## src/rtl/core/jesl_pkg.sv

```systemverilog
// -----------------------------------------------------------------------------
// jesl_pkg
// Shared widths, byte codes and the result record of the Exif segment locator.
// -----------------------------------------------------------------------------
package jesl_pkg;

   // Width of the byte position counter; the marker position is one bit wider.
   localparam int PosBits     = 32;
   localparam int NextBits    = PosBits + 1;
   localparam int SumBits     = PosBits + 2;
   localparam int OffsetBits  = 32;
   localparam int OffCalcBits = (SumBits > OffsetBits) ? SumBits : OffsetBits;
   localparam int WinLen      = 10;
   localparam int HistLen     = WinLen - 1;

   localparam logic [PosBits-1:0]  PosMax  = {PosBits{1'b1}};
   localparam logic [NextBits-1:0] NextMax = {NextBits{1'b1}};
   localparam logic [NextBits-1:0] FirstMarkerPos = NextBits'(2);

   // Byte codes of the JPEG marker walk.
   localparam logic [7:0] MarkerPrefix = 8'hFF;
   localparam logic [7:0] SoiCode      = 8'hD8;
   localparam logic [7:0] App1Code     = 8'hE1;
   localparam logic [7:0] AppClassMask = 8'hF0;
   localparam logic [7:0] AppClass     = 8'hE0;
   localparam logic [7:0] CharE        = 8'h45;
   localparam logic [7:0] CharX        = 8'h78;
   localparam logic [7:0] CharI        = 8'h69;
   localparam logic [7:0] CharF        = 8'h66;
   localparam logic [7:0] CharNul      = 8'h00;

   typedef struct packed {
      logic                  emit;
      logic                  found;
      logic [OffsetBits-1:0] tiff_offset;
   } jesl_result_type;

endpackage

```

## src/rtl/core/jesl_walker.sv

```systemverilog
// -----------------------------------------------------------------------------
// jesl_walker
// Marker walk state and the per-byte decision of the Exif segment locator.
// -----------------------------------------------------------------------------
module jesl_walker (
   input  logic                     clock,
   input  logic                     reset,
   input  logic                     step,
   input  logic [7:0]               data_byte,
   input  logic                     last_byte,
   output jesl_pkg::jesl_result_type result
);
   import jesl_pkg::*;

   logic [7:0]          hist_ff [HistLen];
   logic [7:0]          hist_in [HistLen];
   logic [PosBits-1:0]  pos_ff, pos_in;
   logic [NextBits-1:0] next_ff, next_in;
   logic                decided_ff, decided_in;

   logic [7:0]          win [WinLen];
   logic                hdr_fail, trigger, marker_bad, exif_ok;
   logic                fail_now, found_now, skip_now;
   logic [SumBits-1:0]  trig_pos, next_sum;
   logic [OffCalcBits-1:0] off_wide;

   // Window as seen after shifting in the current byte.
   always_comb begin
      for (int i = 0; i < HistLen; i++) begin
         win[i] = hist_ff[i];
      end
      win[HistLen] = data_byte;
   end

   always_comb begin
      hdr_fail = 1'b0;
      priority if (pos_ff == PosBits'(0)) begin
         hdr_fail = (data_byte != MarkerPrefix);
      end else if (pos_ff == PosBits'(1)) begin
         hdr_fail = (data_byte != SoiCode);
      end else if (pos_ff == PosBits'(2)) begin
         hdr_fail = (data_byte != MarkerPrefix);
      end else begin
         hdr_fail = 1'b0;
      end
   end

   assign trig_pos   = SumBits'(next_ff) + SumBits'(9);
   assign trigger    = (pos_ff != PosMax) && (SumBits'(pos_ff) == trig_pos);
   assign marker_bad = (win[0] != MarkerPrefix) || ((win[1] & AppClassMask) != AppClass);
   assign exif_ok    = (win[1] == App1Code) && (win[4] == CharE) && (win[5] == CharX) &&
                       (win[6] == CharI) && (win[7] == CharF) && (win[8] == CharNul) &&
                       (win[9] == CharNul);

   assign fail_now  = !decided_ff && (hdr_fail || (trigger && marker_bad));
   assign found_now = !decided_ff && !hdr_fail && trigger && !marker_bad && exif_ok;
   assign skip_now  = !decided_ff && !hdr_fail && trigger && !marker_bad && !exif_ok;

   // Next marker: current + big-endian length + 2, saturating.
   assign next_sum = SumBits'(next_ff) + SumBits'({win[2], win[3]}) + SumBits'(2);
   assign off_wide = OffCalcBits'(next_ff) + OffCalcBits'(10);

   always_comb begin
      result.emit        = !decided_ff && (fail_now || found_now || last_byte);
      result.found       = found_now;
      result.tiff_offset = found_now ? off_wide[OffsetBits-1:0] : '0;
   end

   always_comb begin
      for (int i = 0; i < HistLen - 1; i++) begin
         hist_in[i] = hist_ff[i+1];
      end
      hist_in[HistLen-1] = data_byte;
      pos_in     = pos_ff;
      next_in    = next_ff;
      decided_in = decided_ff || fail_now || found_now;
      if (skip_now) begin
         next_in = next_sum[SumBits-1] ? NextMax : next_sum[NextBits-1:0];
      end
      if (pos_ff != PosMax) begin
         pos_in = pos_ff + PosBits'(1);
      end
      // End of buffer: return to the reset state.
      if (last_byte) begin
         for (int i = 0; i < HistLen; i++) begin
            hist_in[i] = '0;
         end
         pos_in     = '0;
         next_in    = FirstMarkerPos;
         decided_in = 1'b0;
      end
   end

   always_ff @(posedge clock) begin
      if (reset) begin
         for (int i = 0; i < HistLen; i++) begin
            hist_ff[i] <= '0;
         end
         pos_ff     <= '0;
         next_ff    <= FirstMarkerPos;
         decided_ff <= 1'b0;
      end else if (step) begin
         hist_ff    <= hist_in;
         pos_ff     <= pos_in;
         next_ff    <= next_in;
         decided_ff <= decided_in;
      end
   end

endmodule

```

## src/rtl/core/jpeg_exif_segment_locator_top.sv

```systemverilog
// -----------------------------------------------------------------------------
// jpeg_exif_segment_locator_top
// Locates the Exif APP1 segment of a JPEG buffer streamed one byte per item.
// -----------------------------------------------------------------------------
//   channel | direction | tdata                    | tlast     | tuser
//   req_    | in        | [7:0] data_byte          | last_byte | -
//   rsp_    | out       | [31:0] tiff_offset       | -         | [0] found
//
// One byte per clock sustained while the sink keeps taking results: an item is
// registered on accept, decided by the marker walker once the output register
// has room, and its result, if any, lands in the output register behind rsp_tvalid.
// Each buffer gives exactly one result, early on a decision or at its last byte.
// Reset is synchronous and active high; it clears the walk state and both valids.
// A stalled result holds the output register; the input register then stalls too.
// -----------------------------------------------------------------------------
module jpeg_exif_segment_locator_top (
   input  logic        clock,
   input  logic        reset,
   input  logic        req_tvalid,
   output logic        req_tready,
   input  logic [7:0]  req_tdata,   // [7:0] data_byte
   input  logic        req_tlast,
   output logic        rsp_tvalid,
   input  logic        rsp_tready,
   output logic [jesl_pkg::OffsetBits-1:0] rsp_tdata,  // [31:0] tiff_offset
   output logic        rsp_tuser    // [0] found
);
   import jesl_pkg::*;

   // Input register: one byte and its last flag.
   logic                  in_valid_ff, in_valid_in;
   logic [7:0]            in_byte_ff;
   logic                  in_last_ff;

   // Output register: one result waiting for the sink.
   logic                  out_valid_ff, out_valid_in;
   logic                  out_found_ff;
   logic [OffsetBits-1:0] out_offset_ff;

   logic                  advance;
   jesl_result_type       result;

   // Process the held byte whenever its possible result has a place to go.
   assign advance    = in_valid_ff && (!out_valid_ff || rsp_tready);
   assign req_tready = !in_valid_ff || advance;

   jesl_walker u_walker (
      .clock     (clock),
      .reset     (reset),
      .step      (advance),
      .data_byte (in_byte_ff),
      .last_byte (in_last_ff),
      .result    (result)
   );

   always_comb begin
      // Load a new byte, drop the processed one, else hold.
      if (req_tvalid && req_tready) begin
         in_valid_in = 1'b1;
      end else if (advance) begin
         in_valid_in = 1'b0;
      end else begin
         in_valid_in = in_valid_ff;
      end
      // Load a fresh result, drop a taken one, else hold.
      if (advance && result.emit) begin
         out_valid_in = 1'b1;
      end else if (rsp_tready) begin
         out_valid_in = 1'b0;
      end else begin
         out_valid_in = out_valid_ff;
      end
   end

   always_ff @(posedge clock) begin
      if (reset) begin
         in_valid_ff  <= 1'b0;
         out_valid_ff <= 1'b0;
      end else begin
         in_valid_ff  <= in_valid_in;
         out_valid_ff <= out_valid_in;
      end
   end

   always_ff @(posedge clock) begin
      if (req_tvalid && req_tready) begin
         in_byte_ff <= req_tdata;
         in_last_ff <= req_tlast;
      end
      if (advance && result.emit) begin
         out_found_ff  <= result.found;
         out_offset_ff <= result.tiff_offset;
      end
   end

   assign rsp_tvalid = out_valid_ff;
   assign rsp_tdata  = out_offset_ff;
   assign rsp_tuser  = out_found_ff;

endmodule

```

## config.mk

```make
export PLATFORM = sky130hd
export DESIGN_NAME = jpeg_exif_segment_locator_top
export DESIGN_NICKNAME = d
export VERILOG_FILES = /design/src/rtl/core/jesl_pkg.sv /design/src/rtl/core/jesl_walker.sv /design/src/rtl/core/jpeg_exif_segment_locator_top.sv
export SDC_FILE = /design/constraint.sdc
export NUM_CORES = 1
export LEC_CHECK = 0
export BUFFER_PORTS_ARGS = -buffer_cell sky130_fd_sc_hd__buf_2
export CORE_UTILIZATION = 45
export CTS_CLUSTER_SIZE = 16
export DETAILED_ROUTE_END_ITERATION = 16
export PLACE_DENSITY = 0.64
export SLEW_MARGIN = 5
export SYNTH_ARGS = -nofsm -noshare
export SYNTH_HDL_FRONTEND = slang
export SYNTH_SLANG_ARGS = --single-unit
```

## constraint.sdc

```tcl
create_clock -name clock -period 5.6 [get_ports clock]
set_clock_uncertainty 0.2 [all_clocks]
set_input_delay 1.12 -clock clock [delete_from_list [all_inputs] [get_ports clock]]
set_output_delay 1.12 -clock clock [all_outputs]
set_load 0.05 [all_outputs]
```

# After elaboration in Yosys (flattened, before gate mapping)
# Index checks and enable logic that the tools add are counted.
dict set report classes {
  n_addsub 5
  n_eq_ne 13
  muxes 14
  reduce_logical 41
}
# cell n
set ops {}
lappend ops {{33-bit 2-to-1 mux} 3}
lappend ops {{72-bit 2-to-1 mux} 1}
lappend ops {{32-bit 2-to-1 mux} 2}
lappend ops {{33-bit by 16-bit adder with 34-bit output} 1}
lappend ops {{33-bit by 4-bit adder with 34-bit output, second input constant} 1}
lappend ops {{34-bit by 2-bit adder with 34-bit output, second input constant} 1}
lappend ops {{32-bit by 34-bit equality test with 1-bit output} 1}
lappend ops {{32-bit by 1-bit adder with 32-bit output, second input constant} 1}
lappend ops {{32-bit by 4-bit adder with 32-bit output, second input constant} 1}
lappend ops {{32-bit by 1-bit equality test with 1-bit output, second input constant} 1}
lappend ops {{32-bit by 2-bit equality test with 1-bit output, second input constant} 1}
lappend ops {{8-bit by 7-bit equality test with 1-bit output, second input constant} 4}
lappend ops {{32-bit zero test} 1}
lappend ops {{32-bit inequality test, second input constant} 1}
lappend ops {{8-bit inequality test, second input constant} 3}
lappend ops {{1-bit logical AND} 18}
lappend ops {{8-bit zero test} 2}
lappend ops {{8-bit equality test, second input constant} 1}
lappend ops {{1-bit logical OR} 8}
lappend ops {{1-bit 2-to-1 mux} 8}
lappend ops {{2-bit nonzero test} 4}
lappend ops {{1-bit zero test} 6}
lappend ops {{4-bit inequality test, second input constant} 1}
lappend ops {{2-bit AND reduction} 2}
dict set report word_totals {
  reg_bits 182
  inputBits 13
  out_inout_bits 35
}

# Depth between registers and ports, before layout
# Gate-level depths: netlist of run 1.
dict set report depth {
  word_depth 14
  ltp_mapped 14
}

# Modules after synthesis
# A second synthesis of run 1 with hierarchy kept.
dict set report unflattened {
  hier_cells 1217
  area_unflattened_um2 10244.8
}
# mod n_inst cells_each area_each_um2 seq_area_each_um2
set by_module_without_submodules {}
lappend by_module_without_submodules {jesl_walker 1 1164 8881.0 2762.6}
lappend by_module_without_submodules {jpeg_exif_segment_locator_top 1 53 1363.8 1301.2}

# Least setup slack after synthesis of run 1
# No wires, ideal clock.
dict set report synth_timing {
  path_kind {reg-to-reg}
  start {register u_walker.next_ff[0]}
  end {register out_offset_ff[0] (netlist: rsp_tdata[0]), enable pin}
  setup_time_ns 0.423
  arrival_time_ns 3.877
  required_ns 4.977
  setup_slack_ns 1.100
  stages_incl_launch_ff 12
  path_buffers 1
  path_cell_list {dfxtp_1 -> ha_1 -> a21oi_2 -> or4_1 -> buf_2 -> mux2i_1 -> a21oi_1 -> nor4b_1 -> nand4_1 -> nor3_1 -> o31ai_1 -> nor2_1}
}
dict set report synth_between {
  elab_chain_len 10
  word_cells_on_any_way 13
}
# element line
set synth_rtl {}
lappend synth_rtl {{from (decl)} jesl_walker.sv:18} ;# logic [NextBits-1:0] next_ff, next_in;
lappend synth_rtl {{from (signal assigned)} jesl_walker.sv:100} ;# next_ff <= FirstMarkerPos;
lappend synth_rtl {{from (signal assigned)} jesl_walker.sv:105} ;# next_ff <= next_in;
lappend synth_rtl {{33-bit by 4-bit adder with 34-bit output (*)} jesl_walker.sv:48} ;# assign trig_pos = SumBits'(next_ff) + SumBits'(9);
lappend synth_rtl {{32-bit by 34-bit equality test with 1-bit output (*)} jesl_walker.sv:49} ;# assign trigger = (pos_ff != PosMax) && (SumBits'(pos_ff) == trig_pos);
lappend synth_rtl {{1-bit logical AND (*)} jesl_walker.sv:49}
lappend synth_rtl {{1-bit logical AND, on equally long branches} {jesl_walker.sv:55, jesl_walker.sv:56}}
lappend synth_rtl {{1-bit logical OR / 1-bit logical AND (equally long branches)} {jesl_walker.sv:55, jesl_walker.sv:56}}
lappend synth_rtl {{1-bit logical AND, on equally long branches} {jesl_walker.sv:55, jesl_walker.sv:56}}
lappend synth_rtl {{1-bit logical OR (*) (2 in a row)} jesl_walker.sv:64} ;# result.emit = !decided_ff && (fail_now || found_now || last_byte);
lappend synth_rtl {{1-bit logical AND (*)} jesl_walker.sv:64}
lappend synth_rtl {{1-bit logical AND (*)} jpeg_exif_segment_locator_top.sv:90} ;# if (advance && result.emit) begin
lappend synth_rtl {{to (signal assigned)} jpeg_exif_segment_locator_top.sv:92} ;# out_offset_ff <= result.tiff_offset;
lappend synth_rtl {{to (decl)} jpeg_exif_segment_locator_top.sv:38} ;# logic [OffsetBits-1:0] out_offset_ff;
# Mark *: on every way between the ends. The rest lies on a longest branch, timed or not.
# A chain may end at the register's enable or synchronous reset.

# Final worst setup path of run 1
dict set report layout_timing {
  start {register u_walker.next_ff[0]}
  end {register out_offset_ff[29] (netlist: rsp_tdata[29]), data pin}
}
dict set report layout_between {
  elab_chain_len 6
  word_cells_on_any_way 7
}
# element line
set layout_rtl {}
lappend layout_rtl {{33-bit by 4-bit adder with 34-bit output} jesl_walker.sv:48}
lappend layout_rtl {{32-bit by 34-bit equality test with 1-bit output} jesl_walker.sv:49}
lappend layout_rtl {{1-bit logical AND} jesl_walker.sv:49}
lappend layout_rtl {{1-bit logical AND (3 in a row)} jesl_walker.sv:56} ;# assign found_now = !decided_ff && !hdr_fail && trigger && !marker_bad && exif_ok;
# Parallel ways exist; a longest one is shown, timed or not.

==> results.txt, run 1 <==
syn_nets: 1312
r2r setup slk: 1.20 ns
DR WL met3: 1.243 mm
nets@finish: 1298
port bufs: 47
Max Used Layer: met4
Final setup viols: 0
clk sink count: 182
Netlist cell types: 82
CTS Hold Bufs: 0
Post-Syn Area per Cell: 8.324 um2
Slew HR: 23.79%
drt pass-1 iters: 5
yosys warns: 0
worst hold start: u_walker.hist_ff[69]
routed wire length: 29.22 mm
first-pass GRT wire length: 46.58 mm
worst hold path depth: 2
residual overflow from global routing: 0
Die Footprint: 23920 um2
FP Rows: 55
vias in the first global route: 8425
Die Ht: 154.7 um
area delta synth->final: 8.791%
Die X: 154.7 um
CTS clk-pin slew, worst paths: 0.08 ns
Max Freq: 0.2271 GHz
initial antenna violation count: 1
CP Launch Type: register
Crit Path Max Fanout: 25
final worst-path cycle share: 78.63%
largest net degree at the start of global routing: 80
critical path class: reg2reg
antenna cells: 0
RSZ-0062 raised after global routing: false
Starting Density: 46.05%
Avg Vias per Cell: 5.828
hold_ws: 0.2907 ns
DR vias: 9161
WL/cell: 18.59 um
max-slew violation count: 0
sequential share of the synthesized area: 38.75%
worst slew pin tran: 1.140 ns
Post-synth top flop: dfxtp_1
fraction of registers with async set/reset: 0%
Worst setup EP type: register
Reg2Reg Depth: 11
Peak supply drop: 0.1833 mV
maximum buffer depth of the clock tree: 2
Num CTS Buffers: 17
leak pwr: 4.536 nW
number of flops mapped to enable cells by yosys: 42
Clock Latency Late Sink: 0.45 ns
GPL Wtd Cong: 1.005
CTS resizes: 0
Setup Total Neg Slack: 0 ns
starting DRC count in detailed routing: 764
RR Startpoint: u_walker.next_ff[0]
worst hold path class: reg2reg
met2 routed wirelength: 14.19 mm
Max-Cap Viols: 0
cell area after synthesis: 10490 um2
Period minus WS final: 4.403 ns
Max H-tree Level: 4
outcome: finished, final reports clean
Ports: 48
Synth Instances: 1260
post-DP HPWL: 21.19 mm
P per Cell Area: 237.5 nW/um2
worst hold endpoint: u_walker.hist_ff[69]
post-CTS setup buffers: 0
Core Footprint: 22780 um2
count of state elements after synthesis: 182
capturing point of the worst reg2reg path: rsp_tdata[29]
Worst Path Arrival: 4.51 ns
fraction of layout cells with a size suffix above 1: 9.690%
CTS Root Buffer Type: clkbuf_16
wire length on met1: 13.00 mm
GRT Util Overall: 25.07%
number of antenna-violating nets in the routed design: 0
DRC viols: 0
endpoints failing hold: 0
CTS tree: built
critical path required time: 5.71 ns
==> cell type report <==
cell class	instances	area [um2]
flip-flops and latches	182	4064
multi-input cells	961	5936
clock buffers	17	425.4
inverters	26	97.59
repair buffers	58	317.8
clock inverters	15	178.9
fillers	2220	11370
well taps	313	391.6
==> registers in the layout, indices dropped and copies added (netlist names) <==
register,cells
in_byte_ff,8
in_last_ff,1
in_valid_ff,1
rsp_tdata,32
rsp_tuser,1
rsp_tvalid,1
u_walker.decided_ff,1
u_walker.hist_ff,72
u_walker.next_ff,33
u_walker.pos_ff,32
==> worst max path at each step <==
stage,endpoint,startpoint,depth (start not counted),slack [ns]
4_1_cts,rsp_tdata[29],u_walker.next_ff[0],11,1.19
3_3_place_gp,rsp_tdata[24],u_walker.next_ff[0],11,1.34
6_report,rsp_tdata[29],u_walker.next_ff[0],11,1.20
3_5_place_dp,rsp_tdata[29],u_walker.next_ff[0],11,1.21
5_1_grt,rsp_tdata[29],u_walker.next_ff[2],11,0.77
2_1_floorplan,rsp_tdata[0],u_walker.next_ff[0],11,1.10
==> per-layer routing <==
metal,track usage (%),vias to the layer above
li1,-,4481
met1,32.42,4387
met2,42.60,244
met3,3.670,49
met4,8.675,0
met5,0,-
==> power breakdown <==
| group | switching, mW | internal (mW) | total (mW) |
|---|---|---|---|
| logic | 0.104 | 0.0226 | 0.126 |
| registers | 0.00952 | 1.36 | 1.37 |
| clock network | 0.613 | 0.605 | 1.22 |
==> critical path, cell delays in order, from the launching register on <==
cell and delay [ns]:
dfxtp_1 0.46, ha_1 0.34, a21oi_2 0.15, or4_1 0.71, mux2i_1 0.19, a21oi_1 0.12
nor4b_1 0.36, nand4_1 0.20, nor2_1 0.13, nand3_1 0.79, buf_4 0.49, nor2_1 0.12
==> kinds of logic after synthesis <==
group / after synthesis / synth area share (%)
simple gates: 575 / 28.99
compound gates: 241 / 13.84
flops: 182 / 38.75
buf+inv: 117 / 4.795
xor+xnor: 101 / 8.434
fa+ha+maj: 39 / 4.724
mux: 5 / 0.4772
==> cell usage after synthesis (10+ instances only) <==
master,count,area (um2)
a21oi_1,114,570.6
and2_1,11,68.82
and3_1,76,475.5
buf_2,29,145.1
clkbuf_1,51,191.4
dfxtp_1,140,2803
edfxtp_1,42,1261
ha_1,38,475.5
inv_1,25,93.84
nand2_1,66,247.7
nand3_1,35,175.2
nand4_1,43,269.0
nor2_1,198,743.2
nor2b_1,10,62.56
nor3_1,24,120.1
nor4_1,25,156.4
o21ai_0,34,170.2
o21ai_1,19,95.09
or3_1,23,143.9
xnor2_1,54,473.0
xor2_1,47,411.6
==> layout by cell type, fill, tap and decap left out, types with 6 or more instances in the layout <==
master     count
a21o_1         8
a21oi_1      114
and2_1        10
and3_1        76
and4_1         8
buf_2         47
buf_4         11
clkbuf_16     17
dfxtp_1      140
edfxtp_1      42
ha_1          38
inv_1         25
inv_8          6
nand2_1       65
nand2b_1       6
nand3_1       35
nand4_1       43
nor2_1       196
nor2b_1       10
nor3_1        24
nor4_1        25
o21ai_0       34
o21ai_1       19
o22ai_1        6
or3_1         23
or4_1          6
xnor2_1       54
xor2_1        47
==> stage by stage <==
step / setup slack, ns / power (mW) / utilization (%) / instance area (um2) / instances
2_1_floorplan: 1.100 / 1.485 / - / 10490 / 1260
3_3_place_gp: 1.337 / 1.523 / 47.44 / 10810 / 1540
3_5_place_dp: 1.211 / 1.523 / 47.44 / 10810 / 1540
4_1_cts: 1.190 / 2.734 / 50.10 / 11410 / 1572
5_1_grt: 0.7668 / 2.787 / 50.10 / 11410 / 1572
6_report: 1.197 / 2.710 / 50.10 / 11410 / 1572
Note: power is estimated with default switching activity, not from simulation.
==> run 2, diff against run 1 <==
- clock period: 5.6 -> 4.25 ns (I/O delays scaled with it)
==> results.txt, run 2 (synthesis results as in run 1) <==
outcome: finished, final reports clean
starting DRC count in detailed routing: 577
RR Startpoint: u_walker.next_ff[2]
antenna cells: 0
Seq. cell area: 4064 um2
number of antenna-violating nets in the routed design: 0
Starting Density: 46.05%
max reg flops: 72
Die Footprint: 23920 um2
Setup Total Neg Slack: 0 ns
Clock Latency Late Sink: 0.44 ns
commonest non-fill, non-tap cell in the layout: nor2_1
Max H-tree Level: 4
CP Launch Type: register
DRC viols: 0
Final setup viols: 0
worst hold path class: reg2reg
nets@finish: 1322
critical path class: reg2reg
maximum buffer depth of the clock tree: 2
RSZ-0062 raised after global routing: false
first-pass GRT wire length: 46.70 mm
Period minus WS final: 3.915 ns
combinational share of power: 4.7%
GRT Util Overall: 25.02%
number of cells after detailed placement: 1564
initial antenna violation count: 0
Core Footprint: 22780 um2
Crit Path Max Fanout: 33
sequential power share: 49.4%
Worst Path Arrival: 3.85 ns
max-slew violation count: 0
worst slew pin tran: 0.9530 ns
vias in the first global route: 8504
fraction of layout cells with a size suffix above 1: 11.38%
CP peak stage delay: 0.65 ns
Largest regs: u_walker.hist_ff x72, u_walker.next_ff x33
Stages on worst setup path: 11
final worst-path cycle share: 92.12%
DR vias: 9202
port bufs: 47
crit path from: u_walker.next_ff[2]
Switching Power: 0.9593 mW
Die Ht: 154.7 um
CTS resizes: 0
Avg Vias per Cell: 5.766
routed wire length: 29.54 mm
worst hold path depth: 2
clock network power share: 45.9%
WL/cell: 18.51 um
largest net degree at the start of global routing: 79
Peak supply drop: 0.2313 mV
CTS clk-pin slew, worst paths: 0.07 ns
P per Cell Area: 313.1 nW/um2
CTS tree: built
drt pass-1 iters: 5
Reg2Reg Depth: 11
register with the most flip-flops: u_walker.hist_ff
CTS Hold Bufs: 0
endpoints failing hold: 0
clk sink count: 182
Ports: 48
slowest CP cell: nor4_2
GR peak layer: met2
area occupied by multi-input gates: 5936 um2
post-DP HPWL: 21.47 mm
Die X: 154.7 um
area delta synth->final: 10.95%
residual overflow from global routing: 0
Num CTS Buffers: 17
Slew HR: 35.88%
FP Rows: 55
GPL Wtd Cong: 1.012
met2 Usage GRT: 41.80%
leak pwr: 4.681 nW
GR met1 Demand/Resource: 32.00%
most frequent cells in the layout: nor2_1 (196), dfxtp_1 (140), a21oi_1 (114), and3_1 (76), nand2_1 (65)
switching share of total power: 26.33%
internal power: 2.684 mW
critical path required time: 4.18 ns
r2r setup slk: 0.33 ns
cell chain of the critical path: ha_1 > a21oi_2 > nor4_2 > xnor2_1 > nand2_1 > nor4_1 > nand4_1 > nor3_1 > o31ai_1 > nor2_4 > buf_12
post-CTS setup buffers: 0
FILL cells: 2196
CP Capture Point: rsp_tdata[5]
capturing point of the worst reg2reg path: rsp_tdata[5]
CTS Root Buffer Type: clkbuf_16
GR Util met3: 4.063%
non-filler cells, final: 1596
Max-Cap Viols: 0
Worst setup EP type: register
worst path bufs/invs: 1
CP delay by family, top: simple AND/OR/NAND/NOR gates
Max Freq: 0.2554 GHz
run 2: changes by cell type in the layout (fill, tap and decap cells not counted):
cell	change
buf_12	+1
buf_4	+23
bufinv_16	+1
clkinv_2	-1
clkinv_4	+1
clkinv_8	+1
clkinvlp_4	-1
inv_12	+1
inv_6	+1
inv_8	-3
run 2: worst reg2reg max path, cell delays in order, from the launching register on:
cell	delay (ns)
dfxtp_1	0.59
ha_1	0.35
a21oi_2	0.16
nor4_2	0.65
xnor2_1	0.22
nand2_1	0.10
nor4_1	0.31
nand4_1	0.20
nor3_1	0.29
o31ai_1	0.16
nor2_4	0.12
buf_12	0.21
run 2: metrics by stage:
step	power, mW	hold WS (ns)	setup WS [ns]	area (um2)	util, %
floorplan	1.956	0.2521	0.2887	10490	-
global placement	2.012	0.2687	0.5150	11000	48.29
detailed placement	2.012	0.2742	0.4395	11000	48.29
CTS	3.676	0.2912	0.4303	11640	51.09
global route	3.766	0.3218	0.07271	11640	51.09
finish	3.643	0.2882	0.3348	11640	51.09
run 2: worst min-delay path by stage:
stage / slack, ns / start / end
4_1_cts: 0.29 / u_walker.hist_ff[66] / u_walker.hist_ff[66]
3_5_place_dp: 0.27 / u_walker.hist_ff[66] / u_walker.hist_ff[66]
6_report: 0.29 / u_walker.hist_ff[66] / u_walker.hist_ff[66]
5_1_grt: 0.32 / u_walker.hist_ff[69] / u_walker.hist_ff[69]
3_3_place_gp: 0.27 / u_walker.hist_ff[69] / u_walker.hist_ff[69]
2_1_floorplan: 0.25 / u_walker.hist_ff[64] / u_walker.hist_ff[64]
run 2: layout make-up:
class                           instances  area share, %
Clock inverter                         15          1.828
Timing Repair Buffer                   82          4.387
Multi-Input combinational cell        961          51.01
Clock buffer                           17          3.656
Tap cell                              313          3.365
Inverter                               26         0.8386
Sequential cell                       182          34.92
run 2: power groups by stage:
stage	logic, mW	registers, mW	clock network (mW)
after CTS	0.174	1.80	1.70
after detailed placement	0.173	1.84	0
after global placement	0.173	1.84	0
after floorplan	0.0847	1.87	0
after global routing	0.186	1.80	1.78
final	0.172	1.80	1.67
run 2: routing by layer:
metal  wire length [um]  up-vias
met2              14240      277
met4                991        0
met1              13020     4336
met3               1295       60
met5                  0        -
li1                   -     4529
==> run 3, diff against run 2 <==
- PLACE_DENSITY: 0.64 -> 0.59
==> results.txt, run 3 (synthesis results as in run 1) <==
outcome: finished, final reports clean
Stages on worst setup path: 11
worst slew pin tran: 0.9319 ns
leak pwr: 4.677 nW
RSZ-0062 raised after global routing: false
sequential power share: 50.4%
FP Rows: 55
fraction of layout cells with a size suffix above 1: 11.51%
CTS clk-pin slew, worst paths: 0.07 ns
Avg Vias per Cell: 5.775
largest net degree at the start of global routing: 79
Core Footprint: 22780 um2
Switching Power: 0.9568 mW
Worst setup EP type: register
Crit Path Max Fanout: 33
GRT Util Overall: 25.43%
maximum buffer depth of the clock tree: 2
number of cells after detailed placement: 1567
register with the most flip-flops: u_walker.hist_ff
cell chain of the critical path: ha_1 > a21oi_2 > or4_1 > mux2i_1 > a21oi_1 > nor4b_1 > nand4_1 > nor3_1 > o31ai_1 > nor2_4 > buf_12
Largest regs: u_walker.hist_ff x72, u_walker.next_ff x33
CP peak stage delay: 0.70 ns
Max Freq: 0.2556 GHz
worst hold path class: reg2reg
routed wire length: 30.30 mm
max reg flops: 72
Period minus WS final: 3.912 ns
Ports: 48
Num CTS Buffers: 17
slowest CP cell: or4_1
nets@finish: 1325
critical path required time: 4.18 ns
Layout Utilization: 51.01%
GPL Wtd Cong: 0.9486
Worst Path Arrival: 3.85 ns
Die Ht: 154.7 um
DRC viols: 0
worst hold path depth: 2
DR vias: 9235
Max H-tree Level: 4
clk sink count: 182
Clock Latency Late Sink: 0.45 ns
residual overflow from global routing: 0
CP delay by family, top: simple AND/OR/NAND/NOR gates
drt pass-1 iters: 5
internal power: 2.614 mW
most frequent cells in the layout: nor2_1 (196), dfxtp_1 (140), a21oi_1 (114), and3_1 (76), nand2_1 (65)
Setup Total Neg Slack: 0 ns
post-CTS setup buffers: 0
switching share of total power: 26.80%
non-filler cells, final: 1599
post-DP HPWL: 21.86 mm
antenna cells: 0
number of antenna-violating nets in the routed design: 0
P per Cell Area: 307.3 nW/um2
initial antenna violation count: 0
clock network power share: 44.7%
endpoints failing hold: 0
Final setup viols: 0
Peak supply drop: 0.2241 mV
Die Footprint: 23920 um2
final worst-path cycle share: 92.04%
area delta synth->final: 10.77%
WL/cell: 18.95 um
Die X: 154.7 um
starting DRC count in detailed routing: 610
max-slew violation count: 0
CTS tree: built
FILL cells: 2216
first-pass GRT wire length: 47.38 mm
combinational share of power: 4.9%
port bufs: 47
Max-Cap Viols: 0
Reg2Reg Depth: 11
CP Launch Type: register
vias in the first global route: 8485
Final WS setup: 0.3382 ns
Starting Density: 46.05%
critical path class: reg2reg
CTS Root Buffer Type: clkbuf_16
dpl ws: 0.3662 ns
commonest non-fill, non-tap cell in the layout: nor2_1
worst path bufs/invs: 1
Slew HR: 37.87%
-- run 3: cell types whose count changed in the layout (fill, tap and decap cells not counted) --
cell,delta
nand3_4,+1
inv_12,-1
clkinv_2,+1
nand3_2,-1
inv_8,+2
clkinv_4,-1
clkinv_8,-2
clkinvlp_4,+1
bufinv_16,-1
clkbuf_1,+1
buf_4,+3
-- run 3: power by group through the flow --
| stage | clock network [mW] | registers, mW | logic (mW) |
|---|---|---|---|
| after global routing | 1.69 | 1.80 | 0.187 |
| after floorplan | 0 | 1.87 | 0.0847 |
| after detailed placement | 0 | 1.84 | 0.175 |
| final | 1.60 | 1.80 | 0.176 |
| after global placement | 0 | 1.84 | 0.176 |
| after CTS | 1.63 | 1.80 | 0.176 |
-- run 3: layout make-up --
cell class,instances,area [um2],area share (%)
Timing Repair Buffer,85,533.0,4.588
Clock buffer,18,429.2,3.694
Clock inverter,14,160.2,1.378
Tap cell,313,391.6,3.371
Multi-Input combinational cell,961,5943,51.15
Sequential cell,182,4064,34.98
Inverter,26,97.59,0.8400
-- run 3: final timing paths --
kind                        startpoint              endpoint  slack [ns]
hold / removal    u_walker.hist_ff[64]  u_walker.hist_ff[64]        0.29
setup / recovery   u_walker.next_ff[0]         rsp_tdata[29]        0.34
setup reg to reg   u_walker.next_ff[0]         rsp_tdata[29]        0.34
hold reg to reg   u_walker.hist_ff[64]  u_walker.hist_ff[64]        0.29
-- run 3: routing by layer --
| metal | wire (um) | vias up | part of all wire, % | global-route usage (%) |
|---|---|---|---|---|
| li1 | - | 4529 | - | - |
| met1 | 13540 | 4436 | 45 | 32.37 |
| met2 | 14900 | 213 | 49 | 43.89 |
| met3 | 1012 | 57 | 3.3 | 3.138 |
| met4 | 854 | 0 | 2.8 | 9.712 |
| met5 | 0 | - | 0 | 0 |
-- run 3: per-stage QoR --
stage | cell area [um2] | power (mW) | hold slack [ns]
3_3_place_gp | 11020 | 2.015 | 0.2684
5_1_grt | 11620 | 3.680 | 0.3198
3_5_place_dp | 11020 | 2.015 | 0.2747
6_report | 11620 | 3.570 | 0.2881
4_1_cts | 11610 | 3.602 | 0.2922
2_1_floorplan | 10490 | 1.956 | 0.2521
-- run 3: worst min-delay path: cells and delay by family, from the launching register on --
family,cells,cell delay (ns)
flops,1,0.33
simple gates,1,0.07
compound gates,1,0.06
-- run 3: what timing repair did --
item,CTS,global route
resized for setup,0,1
endpoints found under the setup margin,0,1
hold buffers,0,0
